$ cat config.mk
export PLATFORM = sky130hd
export DESIGN_NAME = bzs_front
export DESIGN_NICKNAME = d
export VERILOG_FILES = /design/src/hw/rtl/bzs_pkg.sv /design/src/hw/rtl/bzs_front.sv
export SDC_FILE = /design/constraint.sdc
export NUM_CORES = 1
export LEC_CHECK = 0
export BUFFER_PORTS_ARGS = -buffer_cell sky130_fd_sc_hd__buf_2
export CAP_MARGIN = 0
export CORE_AREA = 10 10 79 81
export DETAILED_ROUTE_END_ITERATION = 10
export DIE_AREA = 0 0 89 91
export PLACE_DENSITY = 0.67
export SLEW_MARGIN = 20
export SYNTH_ARGS = -nofsm -noshare
export SYNTH_HDL_FRONTEND = slang
export SYNTH_SLANG_ARGS = --single-unit
$ cat constraint.sdc
create_clock -name i_clk -period 3.4 [get_ports i_clk]
set_clock_uncertainty 0.05 [all_clocks]
set_input_delay 0.51 -clock i_clk [delete_from_list [all_inputs] [get_ports i_clk]]
set_output_delay 0.51 -clock i_clk [all_outputs]
set_load 0.01 [all_outputs]
$ cat src/hw/rtl/bzs_pkg.sv
// Shared types, constants and helper functions of the cubic Bezier sampler.
package bzs_pkg;

    // Parameter value that stands for one, and the largest curvature code.
    localparam logic [16:0] ONE_T    = 17'd65536;
    localparam logic [23:0] CURV_MAX = 24'hFFFFFF;
    localparam logic [15:0] SIGN16   = 16'h8000;

    // Configuration register indexes.
    localparam logic [1:0] REG_P0 = 2'd0;
    localparam logic [1:0] REG_P1 = 2'd1;
    localparam logic [1:0] REG_P2 = 2'd2;
    localparam logic [1:0] REG_P3 = 2'd3;

    // Number of stages in the back end's tail pipeline.
    localparam int NT = 61;

    // One queued item: the clamped parameter and its complement.
    typedef struct packed {
        logic [16:0] t;
        logic [16:0] u;
    } t_item;

    // The four control points, x y z packed.
    typedef logic [3:0][47:0] t_points;

    // State of one square root iteration: remainder and partial root.
    typedef struct packed {
        logic [57:0] x;
        logic [57:0] r;
    } t_sqs;

    // Everything one item carries through the tail pipeline.
    typedef struct packed {
        logic [47:0]       pos;
        logic [47:0]       vel;
        logic [47:0]       acc;
        logic [2:0][20:0]  vi;
        logic [2:0][22:0]  ai;
        logic [2:0][40:0]  sq;
        logic [5:0][43:0]  xp;
        logic [2:0][19:0]  vmag;
        logic [2:0]        vneg;
        logic [41:0]       v2;
        logic [2:0][29:0]  c;
        logic [2:0][57:0]  cs;
        t_sqs              vsq;
        t_sqs              csq;
        logic [20:0]       s;
        logic [15:0]       speed;
        logic [2:0][37:0]  tr;
        logic [2:0][15:0]  tq;
        logic [41:0]       ss;
        logic [61:0]       den;
        logic [29:0]       cn;
        logic [62:0]       crem;
        logic [24:0]       cquo;
        logic              covf;
        logic [47:0]       tan;
        logic [23:0]       curv;
        logic              regular;
    } t_tail;

    // One step of the digit-by-digit square root.
    function automatic t_sqs sqrt_step(input t_sqs st, input logic [57:0] b);
        logic [58:0] sum;
        t_sqs        res;
        sum = {1'b0, st.r} + {1'b0, b};
        if ({1'b0, st.x} >= sum) begin
            res.x = st.x - sum[57:0];
            res.r = (st.r >> 1) + b;
        end else begin
            res.x = st.x;
            res.r = st.r >> 1;
        end
        return res;
    endfunction

    // Clamp a signed value to the 16-bit two's complement range.
    function automatic logic [15:0] sat16(input logic signed [23:0] v);
        logic [15:0] res;
        if (v > 24'sd32767) begin
            res = 16'h7FFF;
        end else if (v < -24'sd32768) begin
            res = 16'h8000;
        end else begin
            res = v[15:0];
        end
        return res;
    endfunction

endpackage

$ cat src/hw/rtl/bzs_front.sv
// Front end: takes parameter items, clamps them to one and forms the complement.
module bzs_front
    import bzs_pkg::*;
(
    input  logic        i_clk,
    input  logic        i_rst_n,
    input  logic        start,
    output logic        busy,
    input  logic [16:0] i_fraction,
    input  logic        i_full,
    output logic        o_push,
    output t_item       o_item
);

    logic        r_valid;
    logic        n_valid;
    t_item       r_item;
    t_item       n_item;
    logic        accept;

    // The holding register is blocked only while the queue is full.
    assign busy   = r_valid & i_full;
    assign accept = start & ~busy;
    assign o_push = r_valid & ~i_full;
    assign o_item = r_item;

    // Saturate t above one and compute u = 1 - t.
    always_comb begin
        n_valid = accept | (r_valid & i_full);
        n_item  = r_item;
        if (accept) begin
            n_item.t = (i_fraction > ONE_T) ? ONE_T : i_fraction;
            n_item.u = ONE_T - n_item.t;
        end
    end

    always_ff @(posedge i_clk) begin
        if (!i_rst_n) begin
            r_valid <= 1'b0;
        end else begin
            r_valid <= n_valid;
        end
    end

    always_ff @(posedge i_clk) begin
        r_item <= n_item;
    end

endmodule

# After elaboration in Yosys (flattened, before gate mapping)
# Index checks and enable logic that the tools add are counted.
# classes
add_sub_neg	1
magnitude_cmp	1
n_mux	1
bitwise_logic	6
# op_table
cell	n
$gt A17 B17 Y1 const B	1
$mux W17	1
$sub A17 B17 Y17 const A	1
$and A1 B1 Y1	3
$not A1 Y1	2
$or A1 B1 Y1	1
# totals
regBits	35
input_bits	21

# Logic depth before layout (Yosys ltp)
# depth
depth_word	4
ltp_mapped	8

# Worst setup path before layout
# OpenSTA, ideal clock, no wires.
# synth_path
path_kind	input to register
from	in i_fraction[16]
to	reg r_item (netlist bit o_item[10]), data pin
arrival_ns	2.380
required_ns	3.082
setup_slack_ns	0.703
cell_stages	8
cell_sequence	clkbuf_1 clkbuf_1 nand2b_1 ha_1 or3b_2 o21ai_4 mux2i_1 o31ai_1
# synth_via
elab_chain_cells	3
# synth_rtl
item	line_no	text
from (decl)	bzs_front.sv:9	input logic [16:0] i_fraction,
$gt A17 B17 Y1	bzs_front.sv:32	n_item.t = (i_fraction > ONE_T) ? ONE_T : i_fraction;
$mux W17	bzs_front.sv:32	
$sub A17 B17 Y17	bzs_front.sv:33	n_item.u = ONE_T - n_item.t;
to (signal assigned)	bzs_front.sv:46	r_item <= n_item;
to (decl)	bzs_front.sv:17	t_item r_item;
# No other way between the ends.
# A chain may end at the register's enable or synchronous reset.

# Worst setup path after layout
# Ends and elaborated chain as after synthesis.

==> out/results.md <==
| Result | Reported | Unit |
|---|---|---|
| Post-CTS Setup Inserts | 0 | - |
| Final-layout fill cell count | 444 | - |
| R2R Setup Slk | 2050 | ps |
| Status | complete, no violations | - |
| HPWL after detailed placement | 2820 | um |
| Fin Hold WS | 377 | ps |
| Global-route wire length before repair | 5770 | um |
| Count of state elements after synthesis | 34 | - |
| Total GRT Usage | 9.17 | % |
| Port buffer count | 56 | - |
| Crit path capture type | register | - |
| Xor/xnor cell area share of the yosys netlist | 4.37 | % |
| Hold Vio Cnt, Final | 0 | - |
| Inserted Clock Buffers | 5 | - |
| Proportion of layout cells with a drive suffix above 1 | 41.7 | % |
| Area share of fa/ha/maj cells after synthesis | 0.781 | % |
| Setup Crit Path Kind | primary input to register | - |
| Total leakage power | 0.806 | nW |
| Maximum number of pins on one net before global-route repair | 34 | - |
| Cts hold-fix bufs | 0 | - |
| CTS clock-pin slew for the worst setup and hold paths | 70 | ps |
| RSZ-0062 raised after global routing | false | - |
| Router iterations before antenna repair | 4 | - |
| Slowest stage cell, crit path | or3b_2 | - |
| Setup TNS | 0 | ps |
| CP cell instances | buf_2 > nand2b_1 > ha_1 > or3b_2 > o21ai_4 > mux2i_1 > o31ai_1 | - |
| Antenna violations before repair | 0 | - |
| Height of the die | 91 | um |
| Share of cell area taken by muxes after synthesis | 0.625 | % |
| Maxcap violations | 0 | - |
| Simple logic cell fraction of the synthesized area | 21.2 | % |
| Mapped Area | 1600 | sq um |
| Grt total ovfl | 0 | - |
| Worst-Margin Slew | 426 | ps |
| Timing startpoint of the critical path | i_fraction[16] | - |
| Drt wl/cell | 15.8 | um |
| Launching element type of the critical path | primary input | - |
| Data required, critical path | 3380 | ps |
| CTS root buf | clkbuf_8 | - |
| Detailed-route DRC error count | 0 | - |
| Worst IR Drop VDD | 0.000117 | V |
| Final Critical Period | 2080 | ps |
| Area inside the core boundary | 4660 | sq um |
| Final setup violation count | 0 | - |
| H-Tree Depth | 2 | - |
| Post-synth net total | 142 | - |
| Startpoint of the tightest hold check path | i_rst_n | - |
| Fraction of the yosys area taken by sequential cells | 63.1 | % |
| Tcrit/Tclk final | 61.1 | % |
| Most used cells in the layout excluding fill and tap cells | buf_2 (56), edfxtp_1 (33), nor2b_1 (15) | - |
| # IOs | 57 | - |
| Routability-driven placement congestion ratio | 0.827 | - |
| Number of rows in the core area | 25 | - |
| Die area | 8100 | sq um |
| Critical R2R Launch | r_valid | - |
| Number of global-route vias before repair | 1171 | - |
| DR vias/cell | 4.87 | - |
| PwrDens | 448 | nW/um^2 |
| Sum of internal, switching and leakage power | 0.000903 | W |
| Antenna Nets Post-Route | 0 | - |
| Avg Cell Area, Syn | 13.4 | sq um |
| Clock latency at the later pin of the worst-skew pair | 280 | ps |
| Effective utilization at floorplan | 34.4 | % |
| Leading cell type in the layout, fill and taps excluded | buf_2 | - |
| Final Max Slew Viols | 0 | - |
| Nets@finish | 201 | - |
| Compound-gate portion of the synthesized area | 7.10 | % |
| Min-delay worst type | primary input to register | - |
| Crit path DAT | 2060 | ps |
| Relative max-transition margin | 71.6 | % |
| Max clock buf depth | 2 | - |
| Signed area change from the synthesized netlist to the final layout | 25.7 | % |
| Largest incremental delay on the critical path | 520 | ps |
| Horiz. Die Dim | 89 | um |
| Number of design-rule violations left by the first detailed-router iteration | 44 | - |
| Count of yosys warnings during synthesis | 0 | - |
| Max Clock Freq | 0.481 | GHz |
| Dominant combinational cell family by area after synthesis | simple AND/OR/NAND/NOR gates | - |
| Clock tree from TritonCTS | done | - |
| Clock sinks | 34 | - |
| Final routed wirelength across all metal layers | 3700 | um |
| Resize count post-CTS | 0 | - |
| Number of diodes | 0 | - |
| Synth Instances | 120 | - |
| Critical-path maximum fanout | 6 | - |
| Via count | 1139 | - |
| Yosys cell types | 36 | - |
critical path, delay by kind of cell:
kind                       cells  cell delay, ps
muxes                          1             210
buffers and inverters          1             110
and+or+nand+nor                2             650
adders and majority gates      1             280
AOI/OAI and AO/OA              2             300
kinds of logic after synthesis:
kind of cell / count (synthesis)
and+or+nand+nor: 52
AOI/OAI and AO/OA: 15
adders and majority gates: 1
xor gates and xnor gates: 8
DFF: 34
buffers and inverters: 9
muxes: 1
synthesized netlist by cell type (all sizes together):
master   n  area share (%)
nand2    4            0.94
nor2b   16             6.2
or4      3             1.9
dfxtp    1             1.2
xnor2    3             1.6
nand2b   3             1.2
o21ai    4             2.0
nor4     2             2.1
xor2     5             2.7
o21a     2            0.94
or3b     1            0.55
and2     3             1.2
nor3     7             3.4
a211oi   1            0.47
o41a     1            0.70
a21boi   2            0.94
a31oi    1            0.39
nor2     9             2.3
buf      2             1.2
o21bai   1            0.47
ha       1            0.78
edfxtp  33              62
or3      3             1.2
o31ai    1            0.47
a21oi    1            0.31
mux2i    1            0.62
clkbuf   4            0.94
nand3    1            0.31
o211ai   1            0.47
inv      3            0.70
layer usage:
metal / routed length, um / GRT usage [%] / part of all wire, %
met1: 1470 / 9.94 / 40
met2: 1730 / 14.5 / 47
met3: 437 / 5.09 / 12
met4: 53 / 3.71 / 1.4
met5: 0 / 0 / 0
layout make-up:
type	instances	area (sq um)	share of cell area (%)
Multi-Input combinational cell	77	549	27.3
Inverter	3	11.3	0.559
Sequential cell	34	1010	50.2
Timing Repair Buffer	58	295	14.7
Clock buffer	5	68.8	3.42
Clock inverter	3	11.3	0.559
Tap cell	54	67.6	3.35
path summary, 6_finish.rpt:
kind | to | cells past startpoint
min reg2reg | r_valid | 2
max reg2reg | o_item[24] | 3
max | o_item[10] | 7
min | r_valid | 2
sequential cells by signal, indices dropped and copies added, names as in the netlist:
name / flops
o_item: 33
r_valid: 1
power breakdown:
part | total, W | switching (W) | internal [W]
sequential | 0.000502 | 0.00000677 | 0.000495
combinational | 0.000129 | 0.0000772 | 0.0000521
clock | 0.000271 | 0.000135 | 0.000136
through the flow:
| stage | util (%) | cells | area, sq um | worst slack, ps |
|---|---|---|---|---|
| floorplan | - | 120 | 1600 | 703 |
| global placement | 41.5 | 226 | 1930 | 1080 |
| detailed placement | 41.5 | 226 | 1930 | 1030 |
| CTS | 43.2 | 234 | 2010 | 1330 |
| global route | 43.2 | 234 | 2010 | 1250 |
| finish | 43.2 | 234 | 2010 | 1320 |
No activity file was read; power rests on OpenSTA's default activity.
