--- src/hw/rtl/bzs_pkg.sv ---
// Shared types, constants and helper functions of the cubic Bezier sampler.
package bzs_pkg;

    // Parameter value that stands for one, and the largest curvature code.
    localparam logic [16:0] ONE_T    = 17'd65536;
    localparam logic [23:0] CURV_MAX = 24'hFFFFFF;
    localparam logic [15:0] SIGN16   = 16'h8000;

    // Configuration register indexes.
    localparam logic [1:0] REG_P0 = 2'd0;
    localparam logic [1:0] REG_P1 = 2'd1;
    localparam logic [1:0] REG_P2 = 2'd2;
    localparam logic [1:0] REG_P3 = 2'd3;

    // Number of stages in the back end's tail pipeline.
    localparam int NT = 61;

    // One queued item: the clamped parameter and its complement.
    typedef struct packed {
        logic [16:0] t;
        logic [16:0] u;
    } t_item;

    // The four control points, x y z packed.
    typedef logic [3:0][47:0] t_points;

    // State of one square root iteration: remainder and partial root.
    typedef struct packed {
        logic [57:0] x;
        logic [57:0] r;
    } t_sqs;

    // Everything one item carries through the tail pipeline.
    typedef struct packed {
        logic [47:0]       pos;
        logic [47:0]       vel;
        logic [47:0]       acc;
        logic [2:0][20:0]  vi;
        logic [2:0][22:0]  ai;
        logic [2:0][40:0]  sq;
        logic [5:0][43:0]  xp;
        logic [2:0][19:0]  vmag;
        logic [2:0]        vneg;
        logic [41:0]       v2;
        logic [2:0][29:0]  c;
        logic [2:0][57:0]  cs;
        t_sqs              vsq;
        t_sqs              csq;
        logic [20:0]       s;
        logic [15:0]       speed;
        logic [2:0][37:0]  tr;
        logic [2:0][15:0]  tq;
        logic [41:0]       ss;
        logic [61:0]       den;
        logic [29:0]       cn;
        logic [62:0]       crem;
        logic [24:0]       cquo;
        logic              covf;
        logic [47:0]       tan;
        logic [23:0]       curv;
        logic              regular;
    } t_tail;

    // One step of the digit-by-digit square root.
    function automatic t_sqs sqrt_step(input t_sqs st, input logic [57:0] b);
        logic [58:0] sum;
        t_sqs        res;
        sum = {1'b0, st.r} + {1'b0, b};
        if ({1'b0, st.x} >= sum) begin
            res.x = st.x - sum[57:0];
            res.r = (st.r >> 1) + b;
        end else begin
            res.x = st.x;
            res.r = st.r >> 1;
        end
        return res;
    endfunction

    // Clamp a signed value to the 16-bit two's complement range.
    function automatic logic [15:0] sat16(input logic signed [23:0] v);
        logic [15:0] res;
        if (v > 24'sd32767) begin
            res = 16'h7FFF;
        end else if (v < -24'sd32768) begin
            res = 16'h8000;
        end else begin
            res = v[15:0];
        end
        return res;
    endfunction

endpackage

--- src/hw/rtl/bzs_queue.sv ---
// Two-entry queue between the front end and the evaluation pipeline.
module bzs_queue
    import bzs_pkg::*;
(
    input  logic  i_clk,
    input  logic  i_rst_n,
    input  logic  i_push,
    input  t_item i_item,
    output logic  o_full,
    output logic  o_valid,
    output t_item o_item
);

    t_item       r_mem [2];
    logic        r_rd;
    logic        r_wr;
    logic [1:0]  r_cnt;
    logic        pop;

    // The pipeline behind never stalls, so the head leaves whenever present.
    assign pop     = (r_cnt != 2'd0);
    assign o_full  = (r_cnt == 2'd2);
    assign o_valid = pop;
    assign o_item  = r_mem[r_rd];

    always_ff @(posedge i_clk) begin
        if (!i_rst_n) begin
            r_rd  <= 1'b0;
            r_wr  <= 1'b0;
            r_cnt <= 2'd0;
        end else begin
            if (i_push) begin
                r_wr <= ~r_wr;
            end
            if (pop) begin
                r_rd <= ~r_rd;
            end
            r_cnt <= r_cnt + {1'b0, i_push} - {1'b0, pop};
        end
    end

    // Entry storage.
    always_ff @(posedge i_clk) begin
        if (i_push) begin
            r_mem[r_wr] <= i_item;
        end
    end

endmodule

--- config.mk ---
export PLATFORM = sky130hd
export DESIGN_NAME = bzs_queue
export DESIGN_NICKNAME = d
export VERILOG_FILES = /design/src/hw/rtl/bzs_pkg.sv /design/src/hw/rtl/bzs_queue.sv
export SDC_FILE = /design/constraint.sdc
export NUM_CORES = 1
export LEC_CHECK = 0
export BUFFER_PORTS_ARGS = -buffer_cell sky130_fd_sc_hd__buf_2
export CAP_MARGIN = 0
export CORE_MARGIN = 3
export CORE_UTILIZATION = 26
export DETAILED_ROUTE_END_ITERATION = 6
export RECOVER_POWER = 100
export SLEW_MARGIN = 10
export SYNTH_ARGS = -nofsm -noshare
export SYNTH_HDL_FRONTEND = slang
export SYNTH_SLANG_ARGS = --single-unit
--- constraint.sdc ---
create_clock -name i_clk -period 6.35 [get_ports i_clk]
set_input_delay 0.9525 -clock i_clk [delete_from_list [all_inputs] [get_ports i_clk]]
set_output_delay 0.9525 -clock i_clk [all_outputs]
set_load 0.02 [all_outputs]
=== Word level (Yosys, flattened, before mapping) ===
Memory sizes are Yosys's and may differ from the RTL's. A register that Yosys moved wholly into a read port is not among the register bits.
Index checks and enable logic that the tools add are counted.

* Output and inout port bits: 36
* Bits of input ports: 37
* Memory bits (writable): 68
* Bits in read-only memories: 0
* Bits in registers: 4
* Memories kept: 1
* Word-level logic and storage cells: 14
* Bits in latches: 0

* Bitwise operators: 2
* Add/subtract/negate cells: 2
* Equality and inequality tests: 1
* Shifts and indexed selects: 0
* Div/mod/pow operators: 0
* Muxes and demuxes: 4
* Multipliers: 0
* Magnitude comparators: 0
* Reductions and logical operators: 1

{| class="wikitable"
|+ Memory list
! memory !! words !! width !! read ports !! clocked after Yosys merged registers in !! write ports !! RTL line !! text
|-
| r_mem || 2 || 34 || 1 || 1 || 1 || bzs_queue.sv:14 || <nowiki>t_item r_mem [2];</nowiki>
|}

{| class="wikitable"
|+ Operators by type and width
! cell !! number
|-
| 2-to-1 mux 1 bit || 4
|-
| adder 2 x 1 -> 2 bit || 1
|-
| equality test 2 bit (second input constant) || 1
|-
| NOT 1 bit || 2
|-
| nonzero test 2 bit || 1
|-
| subtractor 2 x 1 -> 2 bit || 1
|}

=== Longest topological paths before layout ===
Gate-level depths: netlist (run 1).

* Depth in word-level cells: 3
* Depth in mapped cells: 4
* Mapped depth without buffers: 4

=== Worst setup path after synthesis (run 1) ===
OpenSTA, ideal clock, no wires.

* Path type: input-to-reg
* Start: in i_push
* End: mem r_mem[0][0] (netlist name) (enable)
* Slack: 3.403 ns
* Required time: 5.920 ns
* Data arrival time: 2.516 ns
* Path buffers: 0
* Setup time: 0.430 ns
* Stages: 1
* Path through: nor2b_1

* Word-level cells in the longest chain between the ends: 2

{| class="wikitable"
|+ RTL lines
! item !! RTL line !! text
|-
| start, declared || bzs_queue.sv:7 || <nowiki>input logic i_push,</nowiki>
|-
| 2-to-1 mux 1 bit || bzs_queue.sv:44 || <nowiki>if (i_push) begin</nowiki>
|-
| 2-to-1 mux 1 bit (implied by the code) || bzs_queue.sv:45 || <nowiki>r_mem[r_wr] <= i_item;</nowiki>
|-
| end, declared || bzs_queue.sv:14 ||
|}

No other way between the ends.

=== Final worst setup path (run 1) ===
* Start: in i_push
* End: mem r_mem[0][12] (netlist name) (enable)

Same word-level chain as after synthesis.

==> results of run 1 <==
==> kinds of logic after synthesis <==
| logic type | Yosys count |
|---|---|
| simple gates | 13 |
| compound gates | 2 |
| fa+ha+maj | 1 |
| buf+inv | 4 |
| mux | 35 |
| flops | 73 |
==> where the power goes <==
group	total, mW	leakage (nW)	internal (mW)	switching (mW)
Combinational	0.0892	0.418	0.0347	0.0544
Sequential	0.565	0.679	0.554	0.0109
Clock	0.328	0.0921	0.174	0.154
==> sequential cells by signal, summed over array words and instances, names as in the netlist, named ones only <==
register / cells
r_cnt: 2
r_mem: 68
r_rd: 1
r_wr: 1
==> per-stage QoR <==
stage                     hold slack (ps)  setup WS (ps)  utilization, %  area (um2)  total power, mW
after floorplan                       494           3400               -        2820            0.650
after global routing                  584           2380            31.8        3310             1.03
after global placement                514           3690            31.6        3290            0.684
after CTS                             536           3310            33.2        3460             1.02
after detailed placement              524           3690            31.6        3290            0.686
final                                 540           2730            31.8        3310            0.982
==> layout make-up <==
cell class	instances	area (um2)	share of cell area (%)
Sequential cell	73	2140	64.6
Multi-Input combinational cell	51	498	15.0
Tap cell	136	170	5.13
Clock inverter	5	48.8	1.47
Clock buffer	9	124	3.74
Timing Repair Buffer	72	332	10.0
==> routing by layer <==
metal	vias to the layer above	part of all wire [%]	wire [um]	track usage, %
met5	-	0	0	0
met2	49	49	2310	12.9
met1	677	42	1950	8.96
li1	652	-	-	-
met4	0	1.3	63	3.43
met3	6	7.8	368	3.84
==> worst paths after layout <==
check | start | endpoint | slack [ps] | depth (start not counted)
min reg2reg | r_cnt[1] | r_cnt[1] | 540 | 2
min | r_cnt[1] | r_cnt[1] | 540 | 2
max | i_push | r_mem[0][12] | 2730 | 2
max reg2reg | r_wr | r_mem[0][12] | 3210 | 1
==> cells in the final DEF (no fill, tap or decap), drive strengths merged <==
| cell | n |
|---|---|
| and2 | 2 |
| bufinv | 1 |
| o21a | 1 |
| dfxtp | 5 |
| o21ai | 1 |
| clkinv | 4 |
| nand2 | 2 |
| buf | 49 |
| edfxtp | 68 |
| and3 | 2 |
| or2 | 1 |
| mux2 | 34 |
| nand2b | 1 |
| mux2i | 1 |
| or3 | 1 |
| clkbuf | 32 |
| ha | 1 |
| nor2b | 4 |
==> out/results.txt, run 1 <==
Starting Density -> 27.1%
Gate family responsible for the most delay along the worst path -> simple AND/OR/NAND/NOR gates
Pins Over Slew Limit -> 106
Core Rows -> 37
Antenna violations before repair -> 0
Die X-Extent -> 110 um
Root buf cell -> clkbuf_8
Fill cell count -> 1,057
P&R area growth vs syn -> 17.5%
WL/cell -> 13.6 um
Total setup buffers inserted after CTS -> 0
Port Buffers -> 72
Initial DRC Count -> 62
Adder-cell area share of the yosys netlist -> 0.444%
ANT nets after route -> 0
Core ar. -> 0.0104 mm2
Clock buffer count from CTS -> 9
Setup violators final -> 0
GRT overflow -> 0
Die H -> 110 um
Number of flops mapped to enable cells by yosys -> 68
Worst path max stage delay -> 2350 ps
Gr usage total -> 7.96%
Clk slew on worst S/H paths -> 70 ps
Largest family of logic cells by synthesized area -> multiplexers
Num ports -> 73
Xor/xnor share of the synthesized area -> 0%
Critical Path Fanout Max -> 35
Post-CTS Resized -> 0
Share of layout cells above drive strength 1 -> 32.4%
WS Path Type -> input pin to flop
Setup TNS -> 0 ps
Worst-Margin Slew -> 3180 ps
Routed vias/inst -> 4.00
RSZ-0062 raised after global routing -> no
Commonest cells post-synth -> 68 x edfxtp_1, 30 x mux2_4, 5 x dfxtp_1, 4 x mux2_2, 4 x nor2b_1
YS warnings -> 0
Wire length of the first global-routing pass -> 7.00 mm
Outcome -> complete, but fails checks
Final min period -> 3620 ps
Largest area contributor in the netlist -> edfxtp_1
Max-slew headroom -> -112%
Critical Path RT -> 6220 ps
Drt pass-1 iters -> 4
Gpl congestion -> 0.587
Violated checks -> capacitance limit, slew limit
Max clock buf depth -> 2
CTS tree -> done
Synth area leaders -> edfxtp_1 72%, mux2_4 16%, dfxtp_1 3.5%
Clock skew -> 9.97 ps
Syn Inst Count -> 128
FFs w/ async S/R, synth -> 0%
Final non-filler cell total -> 346
Final Hold Viols -> 0
Compound-Gate Fraction of Synth Area -> 0.444%
Sequential area share after synthesis -> 76.0%
Slowest cell on the critical path -> nor2b_1
Worst-Skew Late Latency -> 330 ps
Buffers & Inverters on Critical Path -> 1
Ant diodes -> 0
H-tree Lvls -> 3
Clock Sinks -> 73
Top cell type's share of synthesized area -> 72.4%
Worst min-delay path class -> flop to flop
Crit. End Element -> flop
MaxCap Viol Count -> 3
Final Cycle Share -> 57.0%
Pleak -> 1.19 nW
CP cell instances -> clkbuf_1 -> nor2b_1
Nets -> 245
Crit start category -> input pin
DRT Wirelength -> 4.69 mm
Worst Path Arrival -> 3490 ps
# placed instances -> 332
Vias in the first global route -> 1,468
Distinct cell type count after synthesis -> 17
Residual DRC count -> 0
Largest net degree at the start of global routing -> 36
Pwr dens -> 296 mW/mm2
Mux contribution to synthesized area -> 17.9%
Cell Area, Synth -> 0.00282 mm2
Cts-stage hold buffer count -> 0
Synth Register Bits -> 73
Syn avg cell area -> 22.0 um2
Via count -> 1,384
Achievable frequency -> 276 MHz
Simple-Gate Fraction of Synth Area -> 2.71%
Synth Net Count -> 166
Worst IR Drop VDD -> 99.8 uV
Ys flop type -> edfxtp_1
Count leader, synth -> edfxtp_1
Die area -> 0.0121 mm2
Power figures use the tool's default switching activity.
==> inputs of run 2 (changes only) <==
- clock period: 6.35 -> 3.1 ns (I/O delays scaled with it)
==> run 2 against run 1 <==
Effect of this change: routed wire length rose by 2.9%; the flow still finishes with violations (capacitance limit, slew limit); critical path type is now flop to flop; sequential share of layout area fell by 1.7 points; register-to-register slack got worse by 2400 ps; global-route usage barely moved; count of clock-buffer cells in the layout rose by 1; non-clock buffer count rose by 2; largest cell class unchanged; sequential cell count did not move; sequential power rose by 100%; combinational power rose by 130%.
==> out/results.txt, run 2 (synthesis results as in run 1) <==
Initial DRC Count -> 29 (-53%)
WL/cell -> 13.8 um (+1.7%)
Setup violators final -> 0 (unchanged)
Die area -> 0.0121 mm2 (unchanged)
GRT overflow -> 0 (unchanged)
Sequential Power Share -> 55.8% (-1.7 points)
Clock power share -> 34.1% (+0.7 points)
Fill cell count -> 1,027 (-2.8%)
Final Cycle Share -> 74.2%
Net Sw Frac -> 23.1% (+0.75 points)
Worst IR Drop VDD -> 215 uV (+120%)
Antenna violations before repair -> 0 (unchanged)
Commonest non-fill, non-tap cell in the layout -> edfxtp_1
Clock skew -> 10.5 ps (+0.541 ps)
Share of layout cells above drive strength 1 -> 35.0% (+2.7 points)
Flip-flop and latch area -> 0.00214 mm2 (about the same)
RSZ-0062 raised after global routing -> no
Die H -> 110 um (unchanged)
Vias in the first global route -> 1,432 (-2.5%)
Pwr Total -> 2.06 mW (+110%)
Final min period -> 2300 ps
Starting Density -> 27.1% (unchanged)
Crit start category -> flop
Num ports -> 73 (unchanged)
Hold Path Stages -> 1 (-1)
Critical Path Fanout Max -> 19 (-46%)
Largest net degree at the start of global routing -> 35 (-2.8%)
Wire length of the first global-routing pass -> 6.93 mm (-0.99%)
Final non-filler cell total -> 350 (+1.2%)
Pwr dens -> 606 mW/mm2 (+100%)
Ant diodes -> 0 (unchanged)
MaxCap Viol Count -> 2 (-1)
CTS tree -> done
Crit. End Element -> flop
Die X-Extent -> 110 um (unchanged)
Gr usage total -> 7.96% (about the same)
Hpwl dp -> 3.21 mm
Max clock buf depth -> 2 (unchanged)
Nets -> 247 (+0.82%)
Post-CTS Resized -> 0 (unchanged)
Worst Path Arrival -> 2310 ps (-1180 ps)
H-tree Lvls -> 3 (unchanged)
Routed vias/inst -> 3.90 (-2.5%)
Clock Sinks -> 73 (unchanged)
Gpl congestion -> 0.592 (+0.78%)
Achievable frequency -> 435 MHz
Largest register FFs -> 68 (unchanged)
Reg2Reg Depth -> 2 (+1)
Final Hold Viols -> 0 (unchanged)
P&R area growth vs syn -> 20.7%
Clk slew on worst S/H paths -> 80 ps (about the same)
Worst min-delay path class -> input pin to flop
Root buf cell -> clkbuf_8
Util after Layout -> 32.7% (+0.86 points)
Pins Over Slew Limit -> 53 (-50%)
Multi-input logic area -> 562 um2 (+13%)
Via count -> 1,365 (-1.4%)
Internal power -> 1.59 mW (+110%)
Worst-Margin Slew -> 1670 ps (-1510 ps)
WS Path Type -> flop to flop
Residual DRC count -> 0 (unchanged)
Commonest non-fill, non-tap cells in the layout -> 68 x edfxtp_1, 37 x clkbuf_1, 36 x buf_2
Finished Cell Area -> 0.00340 mm2 (+2.7%)
Pleak -> 1.23 nW (+3.0%)
Port Buffers -> 72 (unchanged)
Violated checks -> capacitance limit, slew limit
Largest regs -> r_mem (68), r_cnt (2)
DP Area -> 0.00332 mm2 (+0.84%)
Core Rows -> 37 (unchanged)
Max-slew headroom -> -11.4% (+100 points)
Clock buffer count from CTS -> 9 (unchanged)
DRT Wirelength -> 4.82 mm (+2.9%)
Outcome -> complete, but fails checks
Combinational power share -> 10.1% (+1.0 points)
Worst-Skew Late Latency -> 340 ps (about the same)
Drt pass-1 iters -> 3 (-1)
# placed instances -> 334 (+0.60%)
Core ar. -> 0.0104 mm2 (unchanged)
ANT nets after route -> 0 (unchanged)
Setup TNS -> 0 ps (unchanged)
Largest Register -> r_mem
Cts-stage hold buffer count -> 0 (unchanged)
Critical Path RT -> 3110 ps (-3110 ps)
Total setup buffers inserted after CTS -> 0 (unchanged)
Sw Pwr -> 0.476 mW (+120%)
run 2: changes by cell type in the layout (fill, tap and decap cells not counted), moves of 2 or more:
cell / delta
buf_2: -13
clkbuf_1: +14
clkinv_2: -2
mux2_1: -17
mux2_4: +17
run 2: layout make-up:
| cell class | count | share of cell area (%) |
|---|---|---|
| clock inverters | 6 | 1.73 |
| repair buffers | 74 | 10.1 |
| well taps | 136 | 5.00 |
| clock buffers | 10 | 3.75 |
| flip-flops and latches | 73 | 63.0 |
| multi-input cells | 51 | 16.5 |
run 2: power groups by stage:
stage	Clock, mW	Sequential [mW]	Combinational, mW
after detailed placement	0	1.18	0.235
after CTS	0.735	1.15	0.236
final	0.703	1.15	0.209
after global routing	0.787	1.15	0.227
after global placement	0	1.17	0.233
after floorplan	0	1.16	0.167
run 2: final timing paths:
path / from / slack, ps / to
setup / recovery: r_wr / 800 / r_mem[0][1]
hold / removal: i_item[22] / 310 / r_mem[1][22]
setup reg to reg: r_wr / 800 / r_mem[0][1]
hold reg to reg: r_cnt[1] / 530 / r_cnt[1]
run 2: stage by stage:
| stage | worst slack [ps] | hold WS (ps) |
|---|---|---|
| 2_1_floorplan | 641 | 494 |
| 3_3_place_gp | 1120 | 513 |
| 3_5_place_dp | 1140 | 522 |
| 4_1_cts | 749 | 291 |
| 5_1_grt | 575 | 282 |
| 6_report | 801 | 313 |
run 2: critical path, stage by stage, from the launching register on:
cell     delay [ps]
dfxtp_1         320
nor2b_1        1170
buf_4           470
run 2: routing by layer:
metal	GRT usage [%]	part of all wire, %	routed length, um
met1	8.33	42	2030
met2	13.3	49	2370
met3	4.37	8.3	401
met4	3.17	0.44	21
met5	0	0	0
